File: src/rtl/core/segdf_pkg.sv
// Shared types and constants of the segment table deframer.
package segdf_pkg;

  localparam int WORD_W   = 64;
  localparam int IDX_W    = 9;
  localparam int OFF_W    = 41;
  localparam int SIZE_W   = 32;
  localparam int IN_USER_W  = 1;
  localparam int OUT_USER_W = 3;
  localparam int OUT_DATA_W = 152;
  localparam int CFG_ADDR_W = 4;
  localparam int CFG_DATA_W = 64;

  localparam int DEFAULT_MAX_SEGMENTS = 512;
  localparam logic [OFF_W-1:0] LIMIT_RESET = 41'd8388608;

  localparam logic REG_LIMIT = 1'b0;
  localparam logic KIND_DATA = 1'b0;
  localparam logic KIND_END  = 1'b1;

  typedef enum logic [2:0] {
    RK_DESC    = 3'd0,
    RK_ACCEPT  = 3'd1,
    RK_PAYLOAD = 3'd2,
    RK_ERROR   = 3'd3,
    RK_END     = 3'd4
  } result_kind_t;

  typedef enum logic [1:0] {
    ERR_SEGMENTS  = 2'd0,
    ERR_TOO_LARGE = 2'd1,
    ERR_PREMATURE = 2'd2
  } error_code_t;

  typedef struct packed {
    result_kind_t        kind;
    logic [IDX_W-1:0]    index;
    logic [OFF_W-1:0]    offset;
    logic [SIZE_W-1:0]   size;
    logic [WORD_W-1:0]   payload;
    error_code_t         err;
    logic                last;
  } result_t;

endpackage

File: src/rtl/core/segment_table_deframer.sv
// Segment table deframer: parses message framing tables and forwards payload words.
//
// The in_ channel takes one stream word per item; in_tuser marks an end of stream.
// Each item is parsed in the cycle it is accepted and causes zero to three results,
// which are loaded into a three-entry result register and leave on the out_ channel
// one per cycle while the receiver is ready, result_kind on out_tuser and message_last on out_tlast.
// The first result of an accepted item is presented in the cycle after it is accepted.
// Payload words and single-result items sustain one item per cycle while the receiver is
// ready. A table word that carries two sizes, or ends the table, holds the input until
// the single output channel has drained the result register down to its last result.
// A new item is accepted while the last pending result is being taken.
// When the receiver stalls, results hold and the input stalls while any result is
// pending. Reset returns the parser to idle, empties the result register
// and loads limit_words with its default. After an error the block keeps taking
// items but returns nothing until reset. limit_words sits at cfg_ byte address 0.
module segment_table_deframer #(
  parameter int MAX_SEGMENTS = segdf_pkg::DEFAULT_MAX_SEGMENTS
) (
  input  logic                              clk,
  input  logic                              rst_n,
  input  logic                              in_tvalid,
  output logic                              in_tready,
  // word
  input  logic [segdf_pkg::WORD_W-1:0]      in_tdata,
  // kind
  input  logic [segdf_pkg::IN_USER_W-1:0]   in_tuser,
  output logic                              out_tvalid,
  input  logic                              out_tready,
  // segment_index, segment_offset, segment_size, payload, error_code, zero fill
  output logic [segdf_pkg::OUT_DATA_W-1:0]  out_tdata,
  // result_kind
  output logic [segdf_pkg::OUT_USER_W-1:0]  out_tuser,
  output logic                              out_tlast,
  input  logic                              cfg_psel,
  input  logic                              cfg_penable,
  input  logic                              cfg_pwrite,
  input  logic [segdf_pkg::CFG_ADDR_W-1:0]  cfg_paddr,
  input  logic [segdf_pkg::CFG_DATA_W-1:0]  cfg_pwdata,
  output logic [segdf_pkg::CFG_DATA_W-1:0]  cfg_prdata,
  output logic                              cfg_pready
);
  import segdf_pkg::*;

  localparam int CNT_W = $clog2(MAX_SEGMENTS);

  typedef enum logic [1:0] {
    PH_IDLE,
    PH_TABLE,
    PH_PAYLOAD,
    PH_HALT
  } phase_t;

  phase_t             phase_r, phase_nxt;
  logic [CNT_W-1:0]   seg_total_r, seg_total_nxt;
  logic [CNT_W-1:0]   next_index_r, next_index_nxt;
  logic [OFF_W-1:0]   run_offset_r, run_offset_nxt;
  logic [OFF_W-1:0]   words_left_r, words_left_nxt;
  logic               sum_ovf_r, sum_ovf_nxt;
  logic [OFF_W-1:0]   limit_r;
  logic [1:0]         cnt_r;
  result_t            slot_r [3];

  result_t            res [3];
  logic [1:0]         res_cnt;
  logic               in_accept, out_pop, cfg_write;
  logic               in_kind;
  logic [SIZE_W-1:0]  lo, hi;
  logic [OFF_W-1:0]   first_base;
  logic [SIZE_W-1:0]  first_size;
  logic [OFF_W:0]     sum_a_full, sum_b_full;
  logic [OFF_W-1:0]   sum_a, sum_b;
  logic [CNT_W:0]     idx1, idx2;
  logic               do_hi;
  logic [OFF_W-1:0]   fin_total;
  logic               fin_ovf, fin_fail;
  logic [OFF_W-1:0]   words_dec;
  result_t            fin_res;

  assign in_kind = in_tuser[0];
  assign lo = in_tdata[SIZE_W-1:0];
  assign hi = in_tdata[WORD_W-1:SIZE_W];

  assign in_tready = (cnt_r == 2'd0) || ((cnt_r == 2'd1) && out_tready);
  assign in_accept = in_tvalid && in_tready;
  assign out_tvalid = (cnt_r != 2'd0);
  assign out_pop = out_tvalid && out_tready;
  assign cfg_write = cfg_psel && cfg_penable && cfg_pwrite && cfg_pready;
  assign cfg_pready = 1'b1;

  assign out_tuser = slot_r[0].kind;
  assign out_tlast = slot_r[0].last;
  assign out_tdata = {4'b0, slot_r[0].err, slot_r[0].payload, slot_r[0].size,
                      slot_r[0].offset, slot_r[0].index};

  always_comb begin
    cfg_prdata = '0;
    if (cfg_paddr[CFG_ADDR_W-1] == REG_LIMIT) begin
      cfg_prdata = {{(CFG_DATA_W-OFF_W){1'b0}}, limit_r};
    end
  end

  // Saturating running sums for the one or two sizes a word can carry.
  always_comb begin
    first_base = (phase_r == PH_IDLE) ? '0 : run_offset_r;
    first_size = (phase_r == PH_IDLE) ? hi : lo;
    sum_a_full = {1'b0, first_base} + {{(OFF_W+1-SIZE_W){1'b0}}, first_size};
    sum_a = sum_a_full[OFF_W] ? '1 : sum_a_full[OFF_W-1:0];
    sum_b_full = {1'b0, sum_a} + {{(OFF_W+1-SIZE_W){1'b0}}, hi};
    sum_b = sum_b_full[OFF_W] ? '1 : sum_b_full[OFF_W-1:0];
    idx1 = {1'b0, next_index_r} + {{CNT_W{1'b0}}, 1'b1};
    do_hi = (phase_r == PH_TABLE) && (idx1 < {1'b0, seg_total_r});
    idx2 = do_hi ? idx1 + {{CNT_W{1'b0}}, 1'b1} : idx1;
    if (phase_r == PH_IDLE) begin
      fin_total = sum_a;
      fin_ovf = sum_a_full[OFF_W];
    end else begin
      fin_total = do_hi ? sum_b : sum_a;
      fin_ovf = sum_ovf_r || sum_a_full[OFF_W] || (do_hi && sum_b_full[OFF_W]);
    end
    fin_fail = fin_ovf || (fin_total > limit_r);
    fin_res = '0;
    if (fin_fail) begin
      fin_res.kind = RK_ERROR;
      fin_res.err = ERR_TOO_LARGE;
    end else begin
      fin_res.kind = RK_ACCEPT;
      fin_res.offset = fin_total;
      fin_res.last = (fin_total == '0);
    end
    words_dec = words_left_r - {{(OFF_W-1){1'b0}}, 1'b1};
  end

  always_comb begin
    phase_nxt = phase_r;
    seg_total_nxt = seg_total_r;
    next_index_nxt = next_index_r;
    run_offset_nxt = run_offset_r;
    words_left_nxt = words_left_r;
    sum_ovf_nxt = sum_ovf_r;
    res[0] = '0;
    res[1] = '0;
    res[2] = '0;
    res_cnt = 2'd0;
    if (phase_r != PH_HALT) begin
      if (in_kind == KIND_END) begin
        res_cnt = 2'd1;
        if (phase_r == PH_IDLE) begin
          res[0].kind = RK_END;
        end else begin
          res[0].kind = RK_ERROR;
          res[0].err = ERR_PREMATURE;
          phase_nxt = PH_HALT;
        end
      end else if (phase_r == PH_PAYLOAD) begin
        res_cnt = 2'd1;
        res[0].kind = RK_PAYLOAD;
        res[0].payload = in_tdata;
        res[0].last = (words_dec == '0);
        words_left_nxt = words_dec;
        if (words_dec == '0) begin
          phase_nxt = PH_IDLE;
        end
      end else if (phase_r == PH_IDLE) begin
        if (&lo) begin
          res_cnt = 2'd1;
          res[0].kind = RK_ACCEPT;
          res[0].last = 1'b1;
        end else if (lo >= SIZE_W'(MAX_SEGMENTS - 1)) begin
          res_cnt = 2'd1;
          res[0].kind = RK_ERROR;
          res[0].err = ERR_SEGMENTS;
          phase_nxt = PH_HALT;
        end else begin
          seg_total_nxt = lo[CNT_W-1:0] + {{(CNT_W-1){1'b0}}, 1'b1};
          next_index_nxt = {{(CNT_W-1){1'b0}}, 1'b1};
          run_offset_nxt = sum_a;
          sum_ovf_nxt = sum_a_full[OFF_W];
          res[0].kind = RK_DESC;
          res[0].size = hi;
          if (lo == '0) begin
            res_cnt = 2'd2;
            res[1] = fin_res;
            words_left_nxt = fin_total;
            phase_nxt = fin_fail ? PH_HALT : ((fin_total == '0) ? PH_IDLE : PH_PAYLOAD);
          end else begin
            res_cnt = 2'd1;
            phase_nxt = PH_TABLE;
          end
        end
      end else begin
        res[0].kind = RK_DESC;
        res[0].index = IDX_W'(next_index_r);
        res[0].offset = run_offset_r;
        res[0].size = lo;
        res[1].kind = RK_DESC;
        res[1].index = IDX_W'(idx1);
        res[1].offset = sum_a;
        res[1].size = hi;
        next_index_nxt = idx2[CNT_W-1:0];
        run_offset_nxt = fin_total;
        sum_ovf_nxt = fin_ovf;
        if (idx2 >= {1'b0, seg_total_r}) begin
          words_left_nxt = fin_total;
          phase_nxt = fin_fail ? PH_HALT : ((fin_total == '0) ? PH_IDLE : PH_PAYLOAD);
          if (do_hi) begin
            res_cnt = 2'd3;
            res[2] = fin_res;
          end else begin
            res_cnt = 2'd2;
            res[1] = fin_res;
          end
        end else begin
          res_cnt = do_hi ? 2'd2 : 2'd1;
        end
      end
    end
  end

  always_ff @(posedge clk) begin
    if (!rst_n) begin
      phase_r <= PH_IDLE;
      seg_total_r <= '0;
      next_index_r <= '0;
      run_offset_r <= '0;
      words_left_r <= '0;
      sum_ovf_r <= 1'b0;
      limit_r <= LIMIT_RESET;
      cnt_r <= 2'd0;
    end else begin
      if (cfg_write && (cfg_paddr[CFG_ADDR_W-1] == REG_LIMIT)) begin
        limit_r <= cfg_pwdata[OFF_W-1:0];
      end
      if (in_accept) begin
        phase_r <= phase_nxt;
        seg_total_r <= seg_total_nxt;
        next_index_r <= next_index_nxt;
        run_offset_r <= run_offset_nxt;
        words_left_r <= words_left_nxt;
        sum_ovf_r <= sum_ovf_nxt;
        cnt_r <= res_cnt;
        slot_r[0] <= res[0];
        slot_r[1] <= res[1];
        slot_r[2] <= res[2];
      end else if (out_pop) begin
        cnt_r <= cnt_r - 2'd1;
        slot_r[0] <= slot_r[1];
        slot_r[1] <= slot_r[2];
      end
    end
  end

endmodule

File: config.mk
export PLATFORM = sky130hd
export DESIGN_NAME = segment_table_deframer
export DESIGN_NICKNAME = d
export VERILOG_FILES = /design/src/rtl/core/segdf_pkg.sv /design/src/rtl/core/segment_table_deframer.sv
export SDC_FILE = /design/constraint.sdc
export NUM_CORES = 1
export LEC_CHECK = 0
export BUFFER_PORTS_ARGS = -buffer_cell sky130_fd_sc_hd__buf_2
export CORE_MARGIN = 2
export CORE_UTILIZATION = 55
export CTS_CLUSTER_SIZE = 8
export DETAILED_ROUTE_END_ITERATION = 8
export PLACE_DENSITY_LB_ADDON = 0.05
export SLEW_MARGIN = 10
export SYNTH_ARGS = -nofsm -noshare
export SYNTH_HDL_FRONTEND = slang
export SYNTH_SLANG_ARGS = --single-unit
File: constraint.sdc
create_clock -name clk -period 21.5 [get_ports clk]
set_input_delay 4.3 -clock clk [delete_from_list [all_inputs] [get_ports clk]]
set_output_delay 4.3 -clock clk [all_outputs]
set_load 0.05 [all_outputs]
# Word level (Yosys, flattened, before mapping)
# Memory sizes are Yosys's and may differ from the RTL's.
# Cells that the tools add are included.
dict set report word_totals {
  out_inout_bits 223
  memories 1
  ff_bits 146
  wordCells 153
  inputBits 140
  ramBits 456
}
dict set report classes {
  n_reduce_logical 26
  muxes 89
  n_lt_le_gt_ge 4
  bitwise_logic 7
  add_sub_neg 7
  eq_ne 11
}
# memory words width rd rd_ports_with_merged_regs write_ports line_no
set memory_table {}
lappend memory_table {slot_r 3 152 3 0 3 segment_table_deframer.sv:61} ;# result_t slot_r [3];
# operator count
set ops {}
lappend ops {{152-bit two-way mux} 9}
lappend ops {{41-bit two-way mux} 16}
lappend ops {{304-bit two-way mux} 2}
lappend ops {{456-bit two-way mux} 1}
lappend ops {{305-bit two-way mux} 1}
lappend ops {{146-bit two-way mux} 1}
lappend ops {{32-bit two-way mux} 4}
lappend ops {{41-bit by 32-bit adder with 42-bit output} 2}
lappend ops {{41-bit zero test} 2}
lappend ops {{82-bit two-way mux} 1}
lappend ops {{64-bit two-way mux} 1}
lappend ops {{2-bit two-way mux} 29}
lappend ops {{50-bit two-way mux} 1}
lappend ops {{41-bit > comparator} 1}
lappend ops {{41-bit by 1-bit subtractor with 41-bit output, second input constant} 1}
lappend ops {{32-bit by 9-bit greater-or-equal comparator with 1-bit output, second input constant} 1}
lappend ops {{32-bit zero test} 1}
lappend ops {{32-bit AND reduction} 1}
lappend ops {{9-bit two-way mux} 3}
lappend ops {{1-bit two-way mux} 17}
lappend ops {{7-bit AND reduction} 2}
lappend ops {{6-bit AND reduction} 2}
lappend ops {{10-bit by 1-bit adder with 10-bit output, second input constant} 1}
lappend ops {{9-bit by 1-bit adder with 10-bit output, second input constant} 1}
lappend ops {{other kinds (20)} 43}

# Logic depth before layout (Yosys ltp)
dict set report depth {
  word_depth 19
  ltp_mapped 46
  ltp_nobuf 38
}

# Worst setup path after synthesis
# OpenSTA, ideal clock, no wires.
dict set report synth_path {
  path_type {input to register}
  from {input port in_tdata[1] in the netlist's numbering}
  to {memory slot_r[0][275] in the netlist's numbering (data pin)}
  arrival_ns 11.786
  n_path_buf 5
  setup_time_ns 0.163
  required_time_ns 21.337
  path_stages 37
  path_slack_ns 9.551
  cell_sequence {inv_1 -> o21ai_0 -> ha_1 -> a211oi_1 -> o21ai_0 -> a32oi_1 -> a21o_1 -> a21boi_2 -> buf_2 -> buf_2 -> clkbuf_1 -> or2_2 -> ha_1 -> a2111oi_0 -> o21ai_0 -> a41oi_1 -> o211ai_1 -> o211ai_1 -> nand4b_1 -> o2111ai_1 -> a211oi_2 -> buf_2 -> a21oi_1 -> inv_1 -> ha_1 -> a21o_1 -> a21o_1 -> a2111oi_0 -> o21ai_0 -> o311ai_0 -> o2111ai_1 -> a221oi_1 -> a21bo_2 -> nor3_2 -> o21ai_4 -> buf_2 -> o221ai_1}
}
# item line_no
set synth_lines {}
lappend synth_lines {{start, declared} segment_table_deframer.sv:24} ;# input logic [segdf_pkg::WORD_W-1:0] in_tdata,
lappend synth_lines {{end, declared} segment_table_deframer.sv:61}

==> flow_metrics.env <==
export IMPL_outcome="finished, final reports clean"
export IMPL_wl_met3_um=8650
export IMPL_floorplan_rows=82
export IMPL_cp_common_cell="sky130_fd_sc_hd__o21ai_0"
export IMPL_synthDominantAreaCellType="sky130_fd_sc_hd__edfxtp_1"
export IMPL_grt_util_all_layers_pct=34.1
export IMPL_tightestPinTransition_ns=1.18
export IMPL_first_pass_grt_wire_length_um=138000
export IMPL_dpl_worst_slack_ns=6.10
export IMPL_post_synth_inst_count=3171
export IMPL_worst_hold_path_type="register to register"
export IMPL_clock_tree_from_tritoncts="built"
export IMPL_layout_cells_most_common_list="sky130_fd_sc_hd__nand2_1, sky130_fd_sc_hd__nor2_1, sky130_fd_sc_hd__buf_2, sky130_fd_sc_hd__edfxtp_1, sky130_fd_sc_hd__a21oi_1"
export IMPL_final_weighted_congestion_in_routability_driven_placement=0.999
export IMPL_synth_warnings=0
export IMPL_avgSynthCellArea_um2=8.74
export IMPL_crit_path_max_incr_delay_ns=0.75
export IMPL_p_leak_nw=12.1
export IMPL_final_critical_path_setup_slack_ns=6.24
export IMPL_area_of_the_mapped_netlist_um2=27700
export IMPL_mux_contribution_to_synthesized_area_pct=0.451
export IMPL_initial_core_util_pct=55.5
export IMPL_timing_hold_ws_ns=0.451
export IMPL_sequentialPowerShare_pct=30.7
export IMPL_detail_route_first_pass_iterations=6
export IMPL_cts_root_buffer="sky130_fd_sc_hd__clkbuf_16"
export IMPL_critical_path_slowest_cell="sky130_fd_sc_hd__a21oi_1"
export IMPL_antenna_found_initial=3
export IMPL_layout_stage_area_growth_over_the_synthesis_result_pct=8.94
export IMPL_layout_drive_gt1_share_pct=14.5
export IMPL_critPathCaptureType="register"
export IMPL_routed_wl_met2_um=40300
export IMPL_ys_flop_type="sky130_fd_sc_hd__edfxtp_1"
export IMPL_clock_latency_ns=0.62
export IMPL_post_drt_via_cell_ratio=6.17
export IMPL_highest_layer="met5"
export IMPL_die_h_um=229
export IMPL_grt_pass1_vias=22761
export IMPL_cts_clk_slew_worst_paths_ns=0.05
export IMPL_max_cap_viol_count=0
export IMPL_power_density_nw_per_um2=113
export IMPL_fp_coreArea_um2=50000
export IMPL_die_footprint_um2=52200
export IMPL_r2r_slack_ns=8.76
export IMPL_cts_sinks=427
export IMPL_part_of_the_power_in_combinational_logic_pct=43.5
export IMPL_async_reset_ff_share_pct=0
export IMPL_final_nets=3519
export IMPL_ctsHtreeMaxLevel=2
export IMPL_power_share_of_the_clock_group_pct=25.8
export IMPL_timing_critical_path_arrival_ns=15.70
export IMPL_pin_count_of_the_biggest_net_entering_global_routing=84
export IMPL_highest_fanout_seen_on_the_critical_path=40
export IMPL_finalSetupTns_ns=0
export IMPL_irDropWorstVdd_v=0.0000908
export IMPL_detailedRoute_firstIterationViolations=2754
export IMPL_overflow=0
export IMPL_postLayoutCoreUtil_pct=60.4
export IMPL_routed_wire_length_per_instance_um=23.2
export IMPL_grt_setup_unrepaired="false"
export IMPL_cts_hold_buf=0
export IMPL_ys_seq_area_share_pct=41.0
export IMPL_min_period_ns=15.26
export IMPL_critical_path_data_required_time_ns=21.94
export IMPL_dr_vias=24415
export IMPL_report_final_hold_viol_count=0
export IMPL_synth_adder_area_share_pct=6.15
export IMPL_cts_buffers_inserted=59
export IMPL_synth_top_family_by_area="compound AO/OA/AOI/OAI gates"
export IMPL_ranking_of_synthesized_cells_by_area="sky130_fd_sc_hd__edfxtp_1, sky130_fd_sc_hd__dfxtp_1, sky130_fd_sc_hd__ha_1, sky130_fd_sc_hd__nand2_1, sky130_fd_sc_hd__buf_4"
export IMPL_layout_filler_cells=4402
export IMPL_pin_count=363
export IMPL_layout_worst_path_cycle_share_pct=71.0
export IMPL_p_sw_share_pct=42.8
export IMPL_crit_path_start_kind="input port"
export IMPL_ys_seq_elements=427
export IMPL_clock_fmax_mhz=65.5
export IMPL_port_buffers=308
export IMPL_power_total_mw=3.40
export IMPL_power_switching_mw=1.45
export IMPL_synth_enable_flop_cells=281
export IMPL_final_antenna_net_count=0
export IMPL_ctsResizeCount=0
export IMPL_wl_met1_um=39200
export IMPL_netlist_area_leader_share_pct=30.4
export IMPL_slew_headroom_pct=20.6
export IMPL_fin_worst_skew_ns=0.0182
export IMPL_post_dp_hpwl_um=67300
export IMPL_internal_power_summed_over_all_cells_mw=1.95
export IMPL_cts_max_path_buffers=3
export IMPL_detail_route_drc_violations=0
export IMPL_overall_routed_net_length_um=91700
export IMPL_criticalPathCategory="input port to register"
export IMPL_final_common_cell="sky130_fd_sc_hd__nand2_1"
export IMPL_setup_viol=0
export IMPL_post_cts_setup_buffer_count=0
export IMPL_post_synthesis_share_of_cell_area_spent_on_xor_and_xnor_gates_pct=3.22
export IMPL_synth_lib_cells_used_distinct=100
export IMPL_slew_viol_final=0
export IMPL_synth_simple_gate_area_share_pct=19.8
export IMPL_floorplan_die_width_um=229
export IMPL_synth_compound_area_share_pct=20.0
[power groups by stage]
stage                     combinational [mW]  sequential (mW)  clock (mW)
after global routing                    1.58             1.05       0.917
after global placement                  1.43             1.05           0
after detailed placement                1.44             1.06           0
after floorplan                         1.09             1.06           0
after CTS                               1.45             1.04       0.882
final                                   1.48             1.04       0.876
[metrics by stage]
| stage | instance area, um2 | std cells |
|---|---|---|
| floorplan | 27800 | 3197 |
| global placement | 28500 | 3855 |
| CTS | 30200 | 3956 |
| global route | 30200 | 3956 |
| detailed placement | 28500 | 3855 |
| finish | 30200 | 3957 |
[synth_stat cells, drive strengths merged, types with 49 or more instances]
| master | instances |
|---|---|
| edfxtp | 281 |
| buf | 211 |
| nand2 | 398 |
| o21ai | 175 |
| a21oi | 237 |
| nor2 | 318 |
| inv | 146 |
| a22o | 56 |
| a211oi | 63 |
| nand4 | 49 |
| clkbuf | 146 |
| nand3 | 51 |
| ha | 133 |
| and2 | 112 |
| xnor2 | 74 |
| nor3 | 54 |
| dfxtp | 146 |
[sequential cells by signal, indices dropped and copies added (netlist names)]
name          count
phase_r           2
seg_total_r       9
cnt_r             2
slot_r          281
sum_ovf_r         1
words_left_r     41
run_offset_r     41
next_index_r      9
limit_r          41
[critical path: cells and delay by family]
family | cells | cell delay, ns
buffers and inverters | 5 | 0.93
AND/OR/NAND/NOR | 5 | 2.20
adder cells (fa/ha/maj) | 3 | 1.09
AO/OA/AOI/OAI | 20 | 7.15
[final cells by class]
type	count	area [um2]	share of cell area (%)
Tap cell	672	841	2.78
Clock buffer	100	1680	5.57
Clock inverter	1	20.0	0.0663
Sequential cell	427	11400	37.6
Inverter	147	554	1.84
Timing Repair Buffer	343	1800	5.97
Antenna cell	1	2.50	0.00829
Multi-Input combinational cell	2266	13900	46.1
[layer usage]
layer  GRT usage (%)  vias up
met1            47.7    11599
li1                -    11357
met2            52.3     1282
met3            6.72      175
met4            13.1        2
met5               0        -
[worst paths after layout]
| check | from | end | depth (start not counted) |
|---|---|---|---|
| min reg2reg | limit_r[10]$_SDFFE_PN0P_ | limit_r[10]$_SDFFE_PN0P_ | 2 |
| max | in_tdata[1] | slot_r[1][137]$_SDFFCE_PP0P_ | 33 |
| max reg2reg | phase_r[1]$_SDFFE_PN0P_ | slot_r[1][137]$_SDFFCE_PP0P_ | 33 |
| min | limit_r[10]$_SDFFE_PN0P_ | limit_r[10]$_SDFFE_PN0P_ | 2 |
[cells by family after synthesis]
group                      after synthesis
xor gates and xnor gates               102
DFF                                    427
and+or+nand+nor                       1162
other                                    2
muxes                                   12
AOI/OAI and AO/OA                      827
buffers and inverters                  504
adders and majority gates              135
Power figures use the tool's default switching activity.
